[src/design/trrc_pkg.sv]
// ----------------------------------------------------------------------------
// trrc_pkg
// Constants and widths shared by the three-term recurrence checksum.
// ----------------------------------------------------------------------------
package trrc_pkg;

  localparam int unsigned DATA_W  = 8;
  localparam int unsigned SUM_W   = 16;
  localparam int unsigned POS_W   = 8;

  // Offset added to the first byte of a message
  localparam logic [8:0]  FIRST_OFFSET = 9'd7;
  // Position multipliers, taken modulo 256
  localparam logic [7:0]  ALPHA_MULT   = 8'd17;
  localparam logic [7:0]  BETA_MULT    = 8'd31;
  // Checksum modulus
  localparam logic [16:0] MODULUS      = 17'd65535;
  // Multiple of the modulus that lifts any product difference above zero
  localparam logic [26:0] DIFF_BIAS    = 27'd16776960;

endpackage

[src/design/three_term_recurrence_checksum_top.sv]
// ----------------------------------------------------------------------------
// three_term_recurrence_checksum_top
// Running checksum over a byte stream, one result per byte, using a
// three-term recurrence reduced modulo 65535.
// ----------------------------------------------------------------------------
// The block takes one message byte per clock and returns one checksum per
// byte, through the input register, then the result register. Sustained
// rate is one byte per cycle while m_axis_tready does not hold the result
// register: the recurrence, two small multiplies against the stored terms,
// the difference and the modulo 65535 fold, is combinational between the
// two registers, so each byte sees the terms left by the byte before it.
// tlast on the input closes the message; the matching result carries tlast
// and the terms return to their reset values for the next message.
module three_term_recurrence_checksum_top (
  input  logic        clk,
  input  logic        rst,
  input  logic        s_axis_tvalid,
  output logic        s_axis_tready,
  input  logic [7:0]  s_axis_tdata,   // [7:0] data_byte
  input  logic        s_axis_tlast,   // last_byte
  output logic        m_axis_tvalid,
  input  logic        m_axis_tready,
  output logic [15:0] m_axis_tdata,   // [15:0] checksum
  output logic        m_axis_tlast    // is_final
);

  // Input stage
  logic                          in_valid;
  logic [trrc_pkg::DATA_W-1:0]   in_byte;
  logic                          in_last;

  // Recurrence state
  logic [trrc_pkg::SUM_W-1:0]    older_term;
  logic [trrc_pkg::SUM_W-1:0]    newer_term;
  logic [trrc_pkg::POS_W-1:0]    byte_position;
  logic                          in_message;

  // Result stage
  logic                          out_valid;
  logic [trrc_pkg::SUM_W-1:0]    out_sum;
  logic                          out_last;

  logic                          out_free;
  logic                          advance;

  logic [7:0]                    alpha;
  logic [7:0]                    beta;
  logic [8:0]                    coef;
  logic [24:0]                   prod_new;
  logic [23:0]                   prod_old;
  logic [26:0]                   diff;
  logic                          diff_neg;
  logic [25:0]                   lifted;
  logic [16:0]                   fold1;
  logic [16:0]                   fold2;
  logic [15:0]                   rec_sum;
  logic [8:0]                    first_sum;
  logic [trrc_pkg::SUM_W-1:0]    result;

  // Handshake: result register drains, input register refills behind it
  assign out_free      = !out_valid || m_axis_tready;
  assign advance       = in_valid && out_free;
  assign s_axis_tready = !in_valid || out_free;

  assign m_axis_tvalid = out_valid;
  assign m_axis_tdata  = out_sum;
  assign m_axis_tlast  = out_last;

  // Recurrence for a byte after the first, and the sum for the first byte
  always_comb begin
    alpha    = 8'(byte_position * trrc_pkg::ALPHA_MULT);
    beta     = 8'(byte_position * trrc_pkg::BETA_MULT);
    coef     = {1'b0, in_byte} + {1'b0, alpha};
    prod_new = 25'(coef) * 25'(newer_term);
    prod_old = 24'(beta) * 24'(older_term);
    diff     = {2'b00, prod_new} - {3'b000, prod_old};
    diff_neg = diff[26];
    // A negative difference wraps as 2^64, which is 1 modulo 65535
    lifted   = 26'(diff + 27'(diff_neg) + trrc_pkg::DIFF_BIAS);
    // Fold 2^16 = 1 modulo 65535, twice, then one conditional subtract
    fold1    = 17'(lifted[25:16]) + 17'(lifted[15:0]);
    fold2    = 17'(fold1[16]) + 17'(fold1[15:0]);
    if (fold2 >= trrc_pkg::MODULUS) begin
      rec_sum = 16'(fold2 - trrc_pkg::MODULUS);
    end else begin
      rec_sum = fold2[15:0];
    end
    first_sum = {1'b0, in_byte} + trrc_pkg::FIRST_OFFSET;
    result    = in_message ? rec_sum : 16'(first_sum);
  end

  // Input register
  always_ff @(posedge clk) begin
    if (rst) begin
      in_valid <= 1'b0;
    end else if (s_axis_tready) begin
      in_valid <= s_axis_tvalid;
    end
    if (s_axis_tready && s_axis_tvalid) begin
      in_byte <= s_axis_tdata;
      in_last <= s_axis_tlast;
    end
  end

  // Recurrence state: shift terms on each byte, reset at end of message
  always_ff @(posedge clk) begin
    if (rst) begin
      older_term    <= 16'd1;
      newer_term    <= 16'd1;
      byte_position <= '0;
      in_message    <= 1'b0;
    end else if (advance) begin
      if (in_last) begin
        older_term    <= 16'd1;
        newer_term    <= 16'd1;
        byte_position <= '0;
        in_message    <= 1'b0;
      end else if (!in_message) begin
        older_term    <= 16'd1;
        newer_term    <= result;
        byte_position <= 8'd1;
        in_message    <= 1'b1;
      end else begin
        older_term    <= newer_term;
        newer_term    <= result;
        byte_position <= byte_position + 8'd1;
      end
    end
  end

  // Result register
  always_ff @(posedge clk) begin
    if (rst) begin
      out_valid <= 1'b0;
    end else if (out_free) begin
      out_valid <= in_valid;
    end
    if (advance) begin
      out_sum  <= result;
      out_last <= in_last;
    end
  end

endmodule

[config.mk]
export PLATFORM = sky130hd
export DESIGN_NAME = three_term_recurrence_checksum_top
export DESIGN_NICKNAME = d
export VERILOG_FILES = /design/src/design/trrc_pkg.sv /design/src/design/three_term_recurrence_checksum_top.sv
export SDC_FILE = /design/constraint.sdc
export NUM_CORES = 1
export LEC_CHECK = 0
export BUFFER_PORTS_ARGS = -buffer_cell sky130_fd_sc_hd__buf_2
export CAP_MARGIN = 20
export CORE_UTILIZATION = 60
export CTS_CLUSTER_DIAMETER = 100
export DETAILED_ROUTE_END_ITERATION = 6
export PLACE_DENSITY = 0.81
export SKIP_CTS_REPAIR_TIMING = 1
export SLEW_MARGIN = 20
export SYNTH_ARGS = -nofsm -noshare
export SYNTH_HDL_FRONTEND = slang
export SYNTH_SLANG_ARGS = --single-unit
[constraint.sdc]
create_clock -name clk -period 32 [get_ports clk]
set_clock_uncertainty 0.1 [all_clocks]
set_input_delay 3.2 -clock clk [delete_from_list [all_inputs] [get_ports clk]]
set_output_delay 3.2 -clock clk [all_outputs]
set_load 0.02 [all_outputs]
## Word-level counts from Yosys, hierarchy flattened

Index checks and enable logic that the tools add are counted.

| storage, ports and cells | value |
|---|---|
| input port bits | 13 |
| output and inout port bits | 19 |
| bits in registers | 69 |

| operators by class | value |
|---|---|
| reductions and logical operators | 6 |
| multiplexer cells | 8 |
| $lt $le $gt $ge | 1 |
| add/subtract/negate cells | 9 |
| multipliers | 4 |

Operator list:

| cell | number |
|---|---|
| $mux W16 | 5 |
| $add A26 B2 Y26 | 1 |
| $add A26 B24 Y26 const B | 1 |
| $sub A25 B24 Y26 | 1 |
| $mul A9 B16 Y25 | 1 |
| $mul A8 B16 Y24 | 1 |
| $add A1 B16 Y17 | 1 |
| $add A10 B16 Y17 | 1 |
| $ge A17 B16 Y1 const B | 1 |
| $mul A8 B5 Y8 const B | 2 |
| $mux W8 | 2 |
| $sub A16 B16 Y16 const B | 1 |
| $add A8 B3 Y9 const B | 1 |
| $add A8 B8 Y9 | 1 |
| $add A8 B1 Y8 const B | 1 |
| $logic_and A1 B1 Y1 | 2 |
| $logic_not A1 Y1 | 2 |
| $logic_or A1 B1 Y1 | 2 |
| $mux W1 | 1 |

## Logic depth before layout (Yosys ltp)

Gate-level depths: netlist of the first run.

| logic depth | value |
|---|---|
| depth in word-level cells | 12 |
| gate-level depth with buffers | 69 |
| gate-level depth less buffers | 66 |

## Least setup slack after synthesis of the first run

OpenSTA, ideal clock, no wires.

| timing path | value |
|---|---|
| path kind | register -> register |
| start point | register byte_position[1] (netlist name) |
| end point | register out_sum, in the netlist m_axis_tdata[5], data pin |
| clock period less this slack | 15.370 ns |
| setup slack | 16.630 ns |
| path buffers | 3 |
| arrival time | 15.000 ns |
| stages on the path, launching flop included | 64 |
| library setup time | 0.270 ns |
| data required time | 31.630 ns |
| cell sequence | dfxtp_1 -> fa_1 -> inv_1 -> fa_1 -> fa_1 -> inv_1 -> ha_1 -> a21oi_1 -> o21bai_1 -> a21oi_1 -> xnor2_1 -> clkbuf_1 -> and2_1 -> fa_1 -> fa_1 -> fa_1 -> fa_1 -> fa_1 -> (+28 left out) -> clkbuf_1 -> o21a_1 -> o21a_1 -> a2111oi_0 -> or3_1 -> o21bai_1 -> nor2_1 -> ha_1 -> ha_1 -> o211ai_1 -> nor4_1 -> nand4_1 -> nor2_1 -> nand4_1 -> a211oi_4 -> o2111ai_1 -> nand2_1 -> o22ai_1 |

| between the ends | value |
|---|---|
| longest elaborated chain between the ends | 11 |
| elaborated cells between the ends (all ways) | 14 |

Ends and longest elaborated chain:

| item | RTL line | source |
|---|---|---|
| from (decl) | three_term_recurrence_checksum_top.sv:35 | `logic [trrc_pkg::POS_W-1:0] byte_position;` |
| from (signal assigned) | three_term_recurrence_checksum_top.sv:126 | `byte_position <= byte_position + 8'd1;` |
| $mul A8 B5 Y8 | three_term_recurrence_checksum_top.sv:71 | `alpha = 8'(byte_position * trrc_pkg::ALPHA_MULT);` |
| $add A8 B8 Y9 | three_term_recurrence_checksum_top.sv:73 | `coef = {1'b0, in_byte} + {1'b0, alpha};` |
| $mul A9 B16 Y25 | three_term_recurrence_checksum_top.sv:74 | `prod_new = 25'(coef) * 25'(newer_term);` |
| $sub A25 B24 Y26 * | three_term_recurrence_checksum_top.sv:76 | `diff = {2'b00, prod_new} - {3'b000, prod_old};` |
| $add A26 B2 Y26 * | three_term_recurrence_checksum_top.sv:79 | `lifted = 26'(diff + 27'(diff_neg) + trrc_pkg::DIFF_BIAS);` |
| $add A26 B24 Y26 * | three_term_recurrence_checksum_top.sv:79 |  |
| $add A10 B16 Y17 * | three_term_recurrence_checksum_top.sv:81 | `fold1 = 17'(lifted[25:16]) + 17'(lifted[15:0]);` |
| $add A1 B16 Y17 * | three_term_recurrence_checksum_top.sv:82 | `fold2 = 17'(fold1[16]) + 17'(fold1[15:0]);` |
| $sub A16 B16 Y16 / $ge A17 B16 Y1 (equally long branches) | three_term_recurrence_checksum_top.sv:84, three_term_recurrence_checksum_top.sv:83 |  |
| $mux W16 * | three_term_recurrence_checksum_top.sv:83 | `if (fold2 >= trrc_pkg::MODULUS) begin` |
| $mux W16 * | three_term_recurrence_checksum_top.sv:89 | `result = in_message ? rec_sum : 16'(first_sum);` |
| via result, one bit | three_term_recurrence_checksum_top.sv:58 | `logic [trrc_pkg::SUM_W-1:0] result;` |
| to (signal assigned) | three_term_recurrence_checksum_top.sv:139 | `out_sum <= result;` |
| to (decl) | three_term_recurrence_checksum_top.sv:40 | `logic [trrc_pkg::SUM_W-1:0] out_sum;` |

Mark *: on every way through the listed nets, which the timed path passes. The rest lies on a longest branch.
A chain may end at the register's enable or synchronous reset.

## Worst setup path after layout of the first run

| timing path | value |
|---|---|
| start point | register byte_position[0] (netlist name) |
| end point | register out_sum, in the netlist m_axis_tdata[5], data pin |

The elaborated chain is that of the path after synthesis.

==> flow_summary.ini, run 1 <==
[floorplanning]
core-area_sq_um = 22900
dieHeight_um = 156
rows = 55
die-area_sq_um = 24200
initial_core_util_pct = 61.9
die_w_um = 156
ios = 32

[drt]
routed.top_layer = met4
routedWlPerCell_um = 18.7
avgViaCountPerCell = 5.91
first_pass_iters = 7
vias = 11400
wl_met3_mm = 2.73
wl_mm = 36.0
ant_nets = 0
drt_iter0_drc = 779
route.layer.met1.wl_mm = 14.8
wl_met2_mm = 17.1
drc = 8

[setup_path]
critical_path.reg2reg.startpoint = byte_position[0]
cp.required_ns = 31.97
crit_path_end_kind = register
cp-start-kind = register
critPathMaxFanout = 26
reg2reg_slack_ns = 14.31
regToRegEndpoint = m_axis_tdata[5]
cp_slowest_cell = dfxtp_1
cpMostUsedCell = fa_1
r2r_cells = 61
worstSetupPathType = reg2reg
critPathArrivalTime_ns = 17.66
slowest_delay_ns = 1.08

[placement]
post-place-ws_ns = 14.62
placed_cell_area_sq_um = 14600
dp_hpwl_mm = 28.5
routabilityCongestion = 0.955
numPortBuffers = 31

[sta]
slew_headroom_pct = 23.8
fin_ws_ns = 14.31
fin_crit_sh_pct = 55.3
hold_slack_ns = 0.423
worst_pin_slew_ns = 1.14
final_hold_viol_count = 0
final.setup.tns_ns = 0
fmax_ghz = 0.0565
slew_violations = 0
fin_crit_ns = 17.69
setup_viol = 0
grt_setup_unrepaired = no

[cells_and_area]
fin_nets = 1975
antennaDiodeCount = 0
drive_gt1_share_pct = 5.28
area_growth_syn_to_layout_pct = 5.30
finalInstanceArea_sq_um = 14900

[yosys]
ys_warn_count = 0
ys.flop_type = dfxtp_1
syn_inst = 1611
syn-cell-area_sq_um = 14200
synthesis.nets = 1982
synth-edff-count = 26
seq_area_frac_synth_pct = 11.6
synth_area_per_cell_sq_um = 8.80
synthDistinctLibCells = 79
synthArstFlopShare_pct = 0
ys_ff_latch = 69

[global_routing]
antenna_found_initial = 0
grt_pass1_wl_mm = 59.2
grt_usage_pct = 31.9
overflow = 0
grt_pass1_vias = 11600
grt_start_max_net_pins = 35

[clock_tree]
clkSinkCount = 69
numCtsBuffers = 9
cts_buffer_depth = 2
path_clk_slew_ns = 0.06
cts_tree = yes
cts-htree-levels = 3
root_buffer = clkbuf_16
clk_latency_ns = 0.35

[worst_hold_path]
worstHoldEndpoint = m_axis_tvalid
hp-class = reg2reg
hold_start = in_valid
worstHoldPathCells = 2

[flow_run]
drv_cap = 0

[outcome]
violations = design-rule violations
run_status = finished with violations
## area by class of cell
type	instances	area (sq um)
clock buffers	10	229
clock inverters	6	87.6
fillers	1821	7990
inverters	302	1130
multi-input cells	1181	11200
flip-flops and latches	69	1640
well taps	313	392
repair buffers	41	230
## kinds of logic after synthesis
| group | synth area share (%) |
|---|---|
| simple gates | 18.8 |
| buf+inv | 9.62 |
| fa+ha+maj | 44.2 |
| compound gates | 10.7 |
| xor+xnor | 4.86 |
| flops | 11.6 |
| mux | 0.212 |
## state kept, by name (all words and copies together) (netlist names)
name	cells
m_axis_tvalid	1
in_last	1
in_valid	1
byte_position	8
m_axis_tdata	16
in_byte	8
in_message	1
older_term	16
m_axis_tlast	1
newer_term	16
## metrics by stage
| stage | utilization, % | std cells |
|---|---|---|
| 2_1_floorplan | - | 1611 |
| 3_3_place_gp | 63.7 | 1906 |
| 6_report | 65.1 | 1922 |
| 5_1_grt | 65.1 | 1922 |
| 4_1_cts | 65.1 | 1922 |
| 3_5_place_dp | 63.7 | 1906 |
## Yosys cell counts (18+ instances only)
library cell / instances / share of area (%)
a21oi_1: 35 / 1.2
a22oi_1: 18 / 0.95
and2_1: 123 / 5.4
clkbuf_1: 56 / 1.5
dfxtp_1: 43 / 6.1
edfxtp_1: 26 / 5.5
fa_1: 238 / 34
ha_1: 120 / 11
inv_1: 301 / 8.0
nand2_1: 195 / 5.2
nand3_1: 21 / 0.74
nor2_1: 85 / 2.3
nor2b_1: 18 / 0.79
nor3_1: 23 / 0.81
o21ai_0: 26 / 0.92
xnor2_1: 50 / 3.1
xor2_1: 25 / 1.5
## routing by layer
metal	track usage (%)	vias to the layer above
li1	-	5109
met3	4.81	96
met1	42.2	5625
met4	12.6	0
met5	0	-
met2	52.8	523
## how the worst max path moves through the flow
stage | startpoint | end | slack [ns] | cells after the start
final | byte_position[0] | m_axis_tdata[5] | 14.31 | 61
after global routing | byte_position[0] | m_axis_tdata[5] | 13.02 | 61
after CTS | byte_position[0] | m_axis_tdata[5] | 14.52 | 61
after detailed placement | byte_position[0] | m_axis_tdata[5] | 14.62 | 61
after global placement | byte_position[0] | m_axis_tdata[5] | 15.18 | 61
after floorplan | byte_position[1] | m_axis_tdata[5] | 16.63 | 63
## cell usage in the layout (no fill, tap or decap), types with 18 or more instances in the layout
cell and instances:
xor2_1 25, buf_2 31, and2_1 123, nor2_1 85
edfxtp_1 26, fa_1 238, nor2b_1 18, a21oi_1 35
inv_1 301, xnor2_1 45, a22oi_1 18, nand3_1 21
nor3_1 22, dfxtp_1 43, nand2_1 195, ha_1 120
o21ai_0 26
## worst max-delay path, delay by kind of cell, from the launching register on
| kind | cells | cell delay, ns |
|---|---|---|
| fa+ha+maj | 16 | 6.62 |
| flops | 1 | 1.08 |
| simple gates | 17 | 4.36 |
| compound gates | 20 | 4.24 |
| xor+xnor | 3 | 0.53 |
| buf+inv | 5 | 0.50 |
Power of run 1 is not shown: default switching activity piles up to over one toggle a cycle in this logic, so the estimate is an artifact.
==> inputs of run 2 (changes only) <==
--- a/config.mk
+++ b/config.mk
@@ -5,6 +5,7 @@
 export SDC_FILE = /design/constraint.sdc
 export NUM_CORES = 1
 export LEC_CHECK = 0
+export ABC_AREA = 1
 export BUFFER_PORTS_ARGS = -buffer_cell sky130_fd_sc_hd__buf_2
 export CAP_MARGIN = 20
 export CORE_UTILIZATION = 60
==> constraint.sdc (replaced) <==
create_clock -name clk -period 18 [get_ports clk]
set_clock_uncertainty 0.1 [all_clocks]
set_input_delay 1.8 -clock clk [delete_from_list [all_inputs] [get_ports clk]]
set_output_delay 1.8 -clock clk [all_outputs]
set_load 0.02 [all_outputs]
==> flow_summary.ini, run 2 <==
[outcome]
run_status = finished, final reports clean

[yosys]
synth-edff-count = 26
synthArstFlopShare_pct = 0
yosysTopAreaCellShare_pct = 33.7
yosysMostFrequentCell = nand2_1
yosysTopAreaCell = fa_1
ys_ff_latch = 69
ys_top_cells_by_count = nand2_1 (463), inv_1 (454), fa_1 (238)
synthDistinctLibCells = 42
syn-cell-area_sq_um = 14200
syn_inst = 1873
ys_warn_count = 0
ys_top_cells_by_area = fa_1 (34%), nand2_1 (12%), inv_1 (12%)
synthesis.nets = 2244
ys.flop_type = dfxtp_1
synth_area_per_cell_sq_um = 7.56
seq_area_frac_synth_pct = 11.6

[placement]
post-place-ws_ns = 1.64
numPortBuffers = 31
dp_hpwl_mm = 29.2
routabilityCongestion = 1.01

[sta]
setup_viol = 0
worst_pin_slew_ns = 1.08
grt_setup_unrepaired = no
fin_crit_ns = 16.13
fmax_ghz = 0.0620
final_hold_viol_count = 0
hold_slack_ns = 0.418
fin_ws_ns = 1.87
final.setup.tns_ns = 0
slew_headroom_pct = 27.8
fin_crit_sh_pct = 89.6
slew_violations = 0

[setup_path]
crit_family = simple AND/OR/NAND/NOR gates
cp-start-kind = register
cp.required_ns = 18.09
slowest_delay_ns = 0.71
crit_path_end_kind = register
critical_path.reg2reg.startpoint = byte_position[0]
critPathMaxFanout = 26
startpoint = byte_position[0]
cpMostUsedCell = nand2_1
cp_slowest_cell = dfxtp_2
worstSetupPathType = reg2reg
critPathArrivalTime_ns = 16.21
path_buf_inv = 9

[clock_tree]
numCtsBuffers = 9
root_buffer = clkbuf_16
clk_latency_ns = 0.36
cts_buffer_depth = 2
path_clk_slew_ns = 0.08
cts_tree = yes
clkSinkCount = 69
cts-htree-levels = 3

[floorplanning]
rows = 55
die-area_sq_um = 24200
die_w_um = 156
ios = 32
core-area_sq_um = 22900
initial_core_util_pct = 61.8
dieHeight_um = 156

[worst_hold_path]
hp-class = reg2reg
hold_start = in_last

[drt]
drc = 0
routedWlPerCell_um = 16.3
wl_mm = 35.6
first_pass_iters = 5
drt_iter0_drc = 780
avgViaCountPerCell = 5.39
vias = 11800
ant_nets = 0

[cells_and_area]
layout_commonest_cell = nand2_1
area_growth_syn_to_layout_pct = 4.90
fin_util_pct = 64.8
antennaDiodeCount = 0
drive_gt1_share_pct = 5.92
fin_nets = 2240
mostFrequentLayoutCells = nand2_1 (463), inv_1 (454), fa_1 (238)

[global_routing]
grt_pass1_wl_mm = 58.3
grt_start_max_net_pins = 43
antenna_found_initial = 0
grt_usage_pct = 31.2
grt_pass1_vias = 12000
overflow = 0

[flow_run]
drv_cap = 0
-- run 2: cell count changes after synthesis, moves of 13 or more --
cell      before  now
a22oi_1       18    1
nand2b_1      15    0
a21oi_1       35   72
inv_1        301  454
nand2_1      195  463
nand3_1       21   70
nor3_1        23   10
o21ai_0       26   10
and2_1       123    0
nor2_1        85  160
nand2_2        0   14
xnor2_1       50   26
nor2b_1       18    0
o211ai_1      16    1
-- run 2: worst paths after layout --
kind,end,slack [ns],cells past startpoint
worst max-delay path,newer_term[7],1.87,92
worst min-delay path,m_axis_tlast,0.42,0
worst max register to register,newer_term[7],1.87,92
worst min register to register,m_axis_tlast,0.42,0
-- run 2: kinds of logic (layout without fill, tap and decap cells) --
kind of cell	count (synthesis)	in the layout	share of synthesized area (%)
AOI/OAI and AO/OA	113	113	4.59
xor gates and xnor gates	52	52	3.22
adders and majority gates	358	358	44.3
buffers and inverters	511	512	13.6
DFF	69	69	11.6
and+or+nand+nor	770	770	22.8
-- run 2: through the flow --
step / std cells / instance area, sq um
floorplan: 1873 / 14200
global placement: 2171 / 14500
detailed placement: 2171 / 14500
CTS: 2187 / 14800
global route: 2187 / 14900
finish: 2187 / 14900
-- run 2: final cells by class --
type	instances	area (sq um)
clock buffer	9	225
clock inverter	7	76.3
fill	1940	8070
inverter	460	1730
multi-input combinational	1293	10600
sequential	69	1640
tap	313	392
timing repair buffer	36	193
-- run 2: per-layer routing --
layer / wire length (um) / up-vias / track usage, %
li1: - / 5531 / -
met1: 14300 / 5715 / 38.7
met2: 17500 / 439 / 53.7
met3: 2610 / 103 / 6.00
met4: 1260 / 0 / 12.0
met5: 0 / - / 0
Power of run 2 is left out for the same reason.
==> inputs of run 3 (changes only) <==
--- a/config.mk
+++ b/config.mk
@@ -7,11 +7,10 @@
 export LEC_CHECK = 0
 export ABC_AREA = 1
 export BUFFER_PORTS_ARGS = -buffer_cell sky130_fd_sc_hd__buf_2
-export CAP_MARGIN = 20
 export CORE_UTILIZATION = 60
 export CTS_CLUSTER_DIAMETER = 100
 export DETAILED_ROUTE_END_ITERATION = 6
-export PLACE_DENSITY = 0.81
+export PLACE_DENSITY = 0.8
 export SKIP_CTS_REPAIR_TIMING = 1
 export SLEW_MARGIN = 20
 export SYNTH_ARGS = -nofsm -noshare
==> flow_summary.ini, run 3 (same netlist as run 2, synthesis figures left out) <==
[sta]
setup_viol = 0
worst_pin_slew_ns = 1.08
slew_violations = 0
fmax_ghz = 0.0622
grt_setup_unrepaired = no
fin_crit_ns = 16.08
fin_crit_sh_pct = 89.4
final.setup.tns_ns = 0
final_hold_viol_count = 0
slew_headroom_pct = 28.0

[cells_and_area]
regArea_sq_um = 1640
fill_cells = 1989
drive_gt1_share_pct = 5.92
mostFrequentLayoutCells = nand2_1 (463), inv_1 (454), fa_1 (238)
stdcell_count = 2188
multi_input_area_sq_um = 10600
area_growth_syn_to_layout_pct = 4.94
antennaDiodeCount = 0
fin_util_pct = 64.8
layout_commonest_cell = nand2_1
finalInstanceArea_sq_um = 14900
fin_nets = 2241

[setup_path]
crit_family = simple AND/OR/NAND/NOR gates
cp-start-kind = register
critPathMaxFanout = 26
worstSetupPathType = reg2reg
cp_slowest_cell = fa_1
cp.required_ns = 18.10
r2r_cells = 93
path_buf_inv = 10
crit_path_end_kind = register
cpMostUsedCell = nand2_1
slowest_delay_ns = 0.60
cp.depth = 93
critPathArrivalTime_ns = 16.18

[drt]
drt_iter0_drc = 870
first_pass_iters = 7
routedWlPerCell_um = 16.5
vias = 11900
ant_nets = 0
drc = 0
wl_mm = 36.2
avgViaCountPerCell = 5.43

[placement]
dp_hpwl_mm = 29.3
placed_cell_area_sq_um = 14600
routabilityCongestion = 1.06
numPortBuffers = 31
numPlacedInstances = 2172

[global_routing]
grt_pass1_vias = 12400
antenna_found_initial = 0
overflow = 0
grt_start_max_net_pins = 43
grt_usage_pct = 32.1
grt_pass1_wl_mm = 59.3

[floorplanning]
die-area_sq_um = 24200
initial_core_util_pct = 61.8
dieHeight_um = 156
rows = 55
ios = 32
die_w_um = 156
core-area_sq_um = 22900

[worst_hold_path]
worstHoldPathCells = 0
hp-class = reg2reg

[clock_tree]
cts_tree = yes
root_buffer = clkbuf_16
cts_buffer_depth = 2
clk_latency_ns = 0.37
numCtsBuffers = 9
path_clk_slew_ns = 0.08
clkSinkCount = 69
cts-htree-levels = 3

[outcome]
run_status = finished, final reports clean

[flow_run]
drv_cap = 0
## run 3: worst paths after layout
path	startpoint	end	slack, ns
setup / recovery	byte_position[0]	newer_term[7]	1.92
setup reg to reg	byte_position[0]	newer_term[7]	1.92
hold reg to reg	in_last	m_axis_tlast	0.37
hold / removal	in_last	m_axis_tlast	0.37
## run 3: worst reg2reg max path: cells and delay by family, from the launching register on
kind / cells / cell delay, ns
simple gates: 57 / 6.91
xor+xnor: 3 / 0.52
compound gates: 8 / 0.88
fa+ha+maj: 15 / 6.29
buf+inv: 10 / 0.93
flops: 1 / 0.30
## run 3: per-stage QoR
stage          setup slack, ns  hold WS, ns
6_report                  1.92        0.375
5_1_grt                  0.511        0.388
2_1_floorplan             3.82        0.327
4_1_cts                   2.04        0.371
3_5_place_dp              2.07        0.359
3_3_place_gp              2.52        0.373
## run 3: layout make-up
cell class / instances / area share (%)
Clock buffer: 9 / 1.52
Clock inverter: 7 / 0.514
Inverter: 460 / 11.6
Multi-Input combinational cell: 1293 / 71.3
Sequential cell: 69 / 11.0
Tap cell: 313 / 2.64
Timing Repair Buffer: 37 / 1.35
## run 3: layer usage
layer  wire length [um]  GRT usage [%]  part of all wire (%)  vias up
met5                  0              0                     0        -
met4               1400           14.6                   3.9        0
met3               2810           6.44                   7.8      109
met2              18000           55.3                    50      474
met1              14000           38.8                    39     5771
li1                   -              -                     -     5526
Power of run 3 is left out for the same reason.
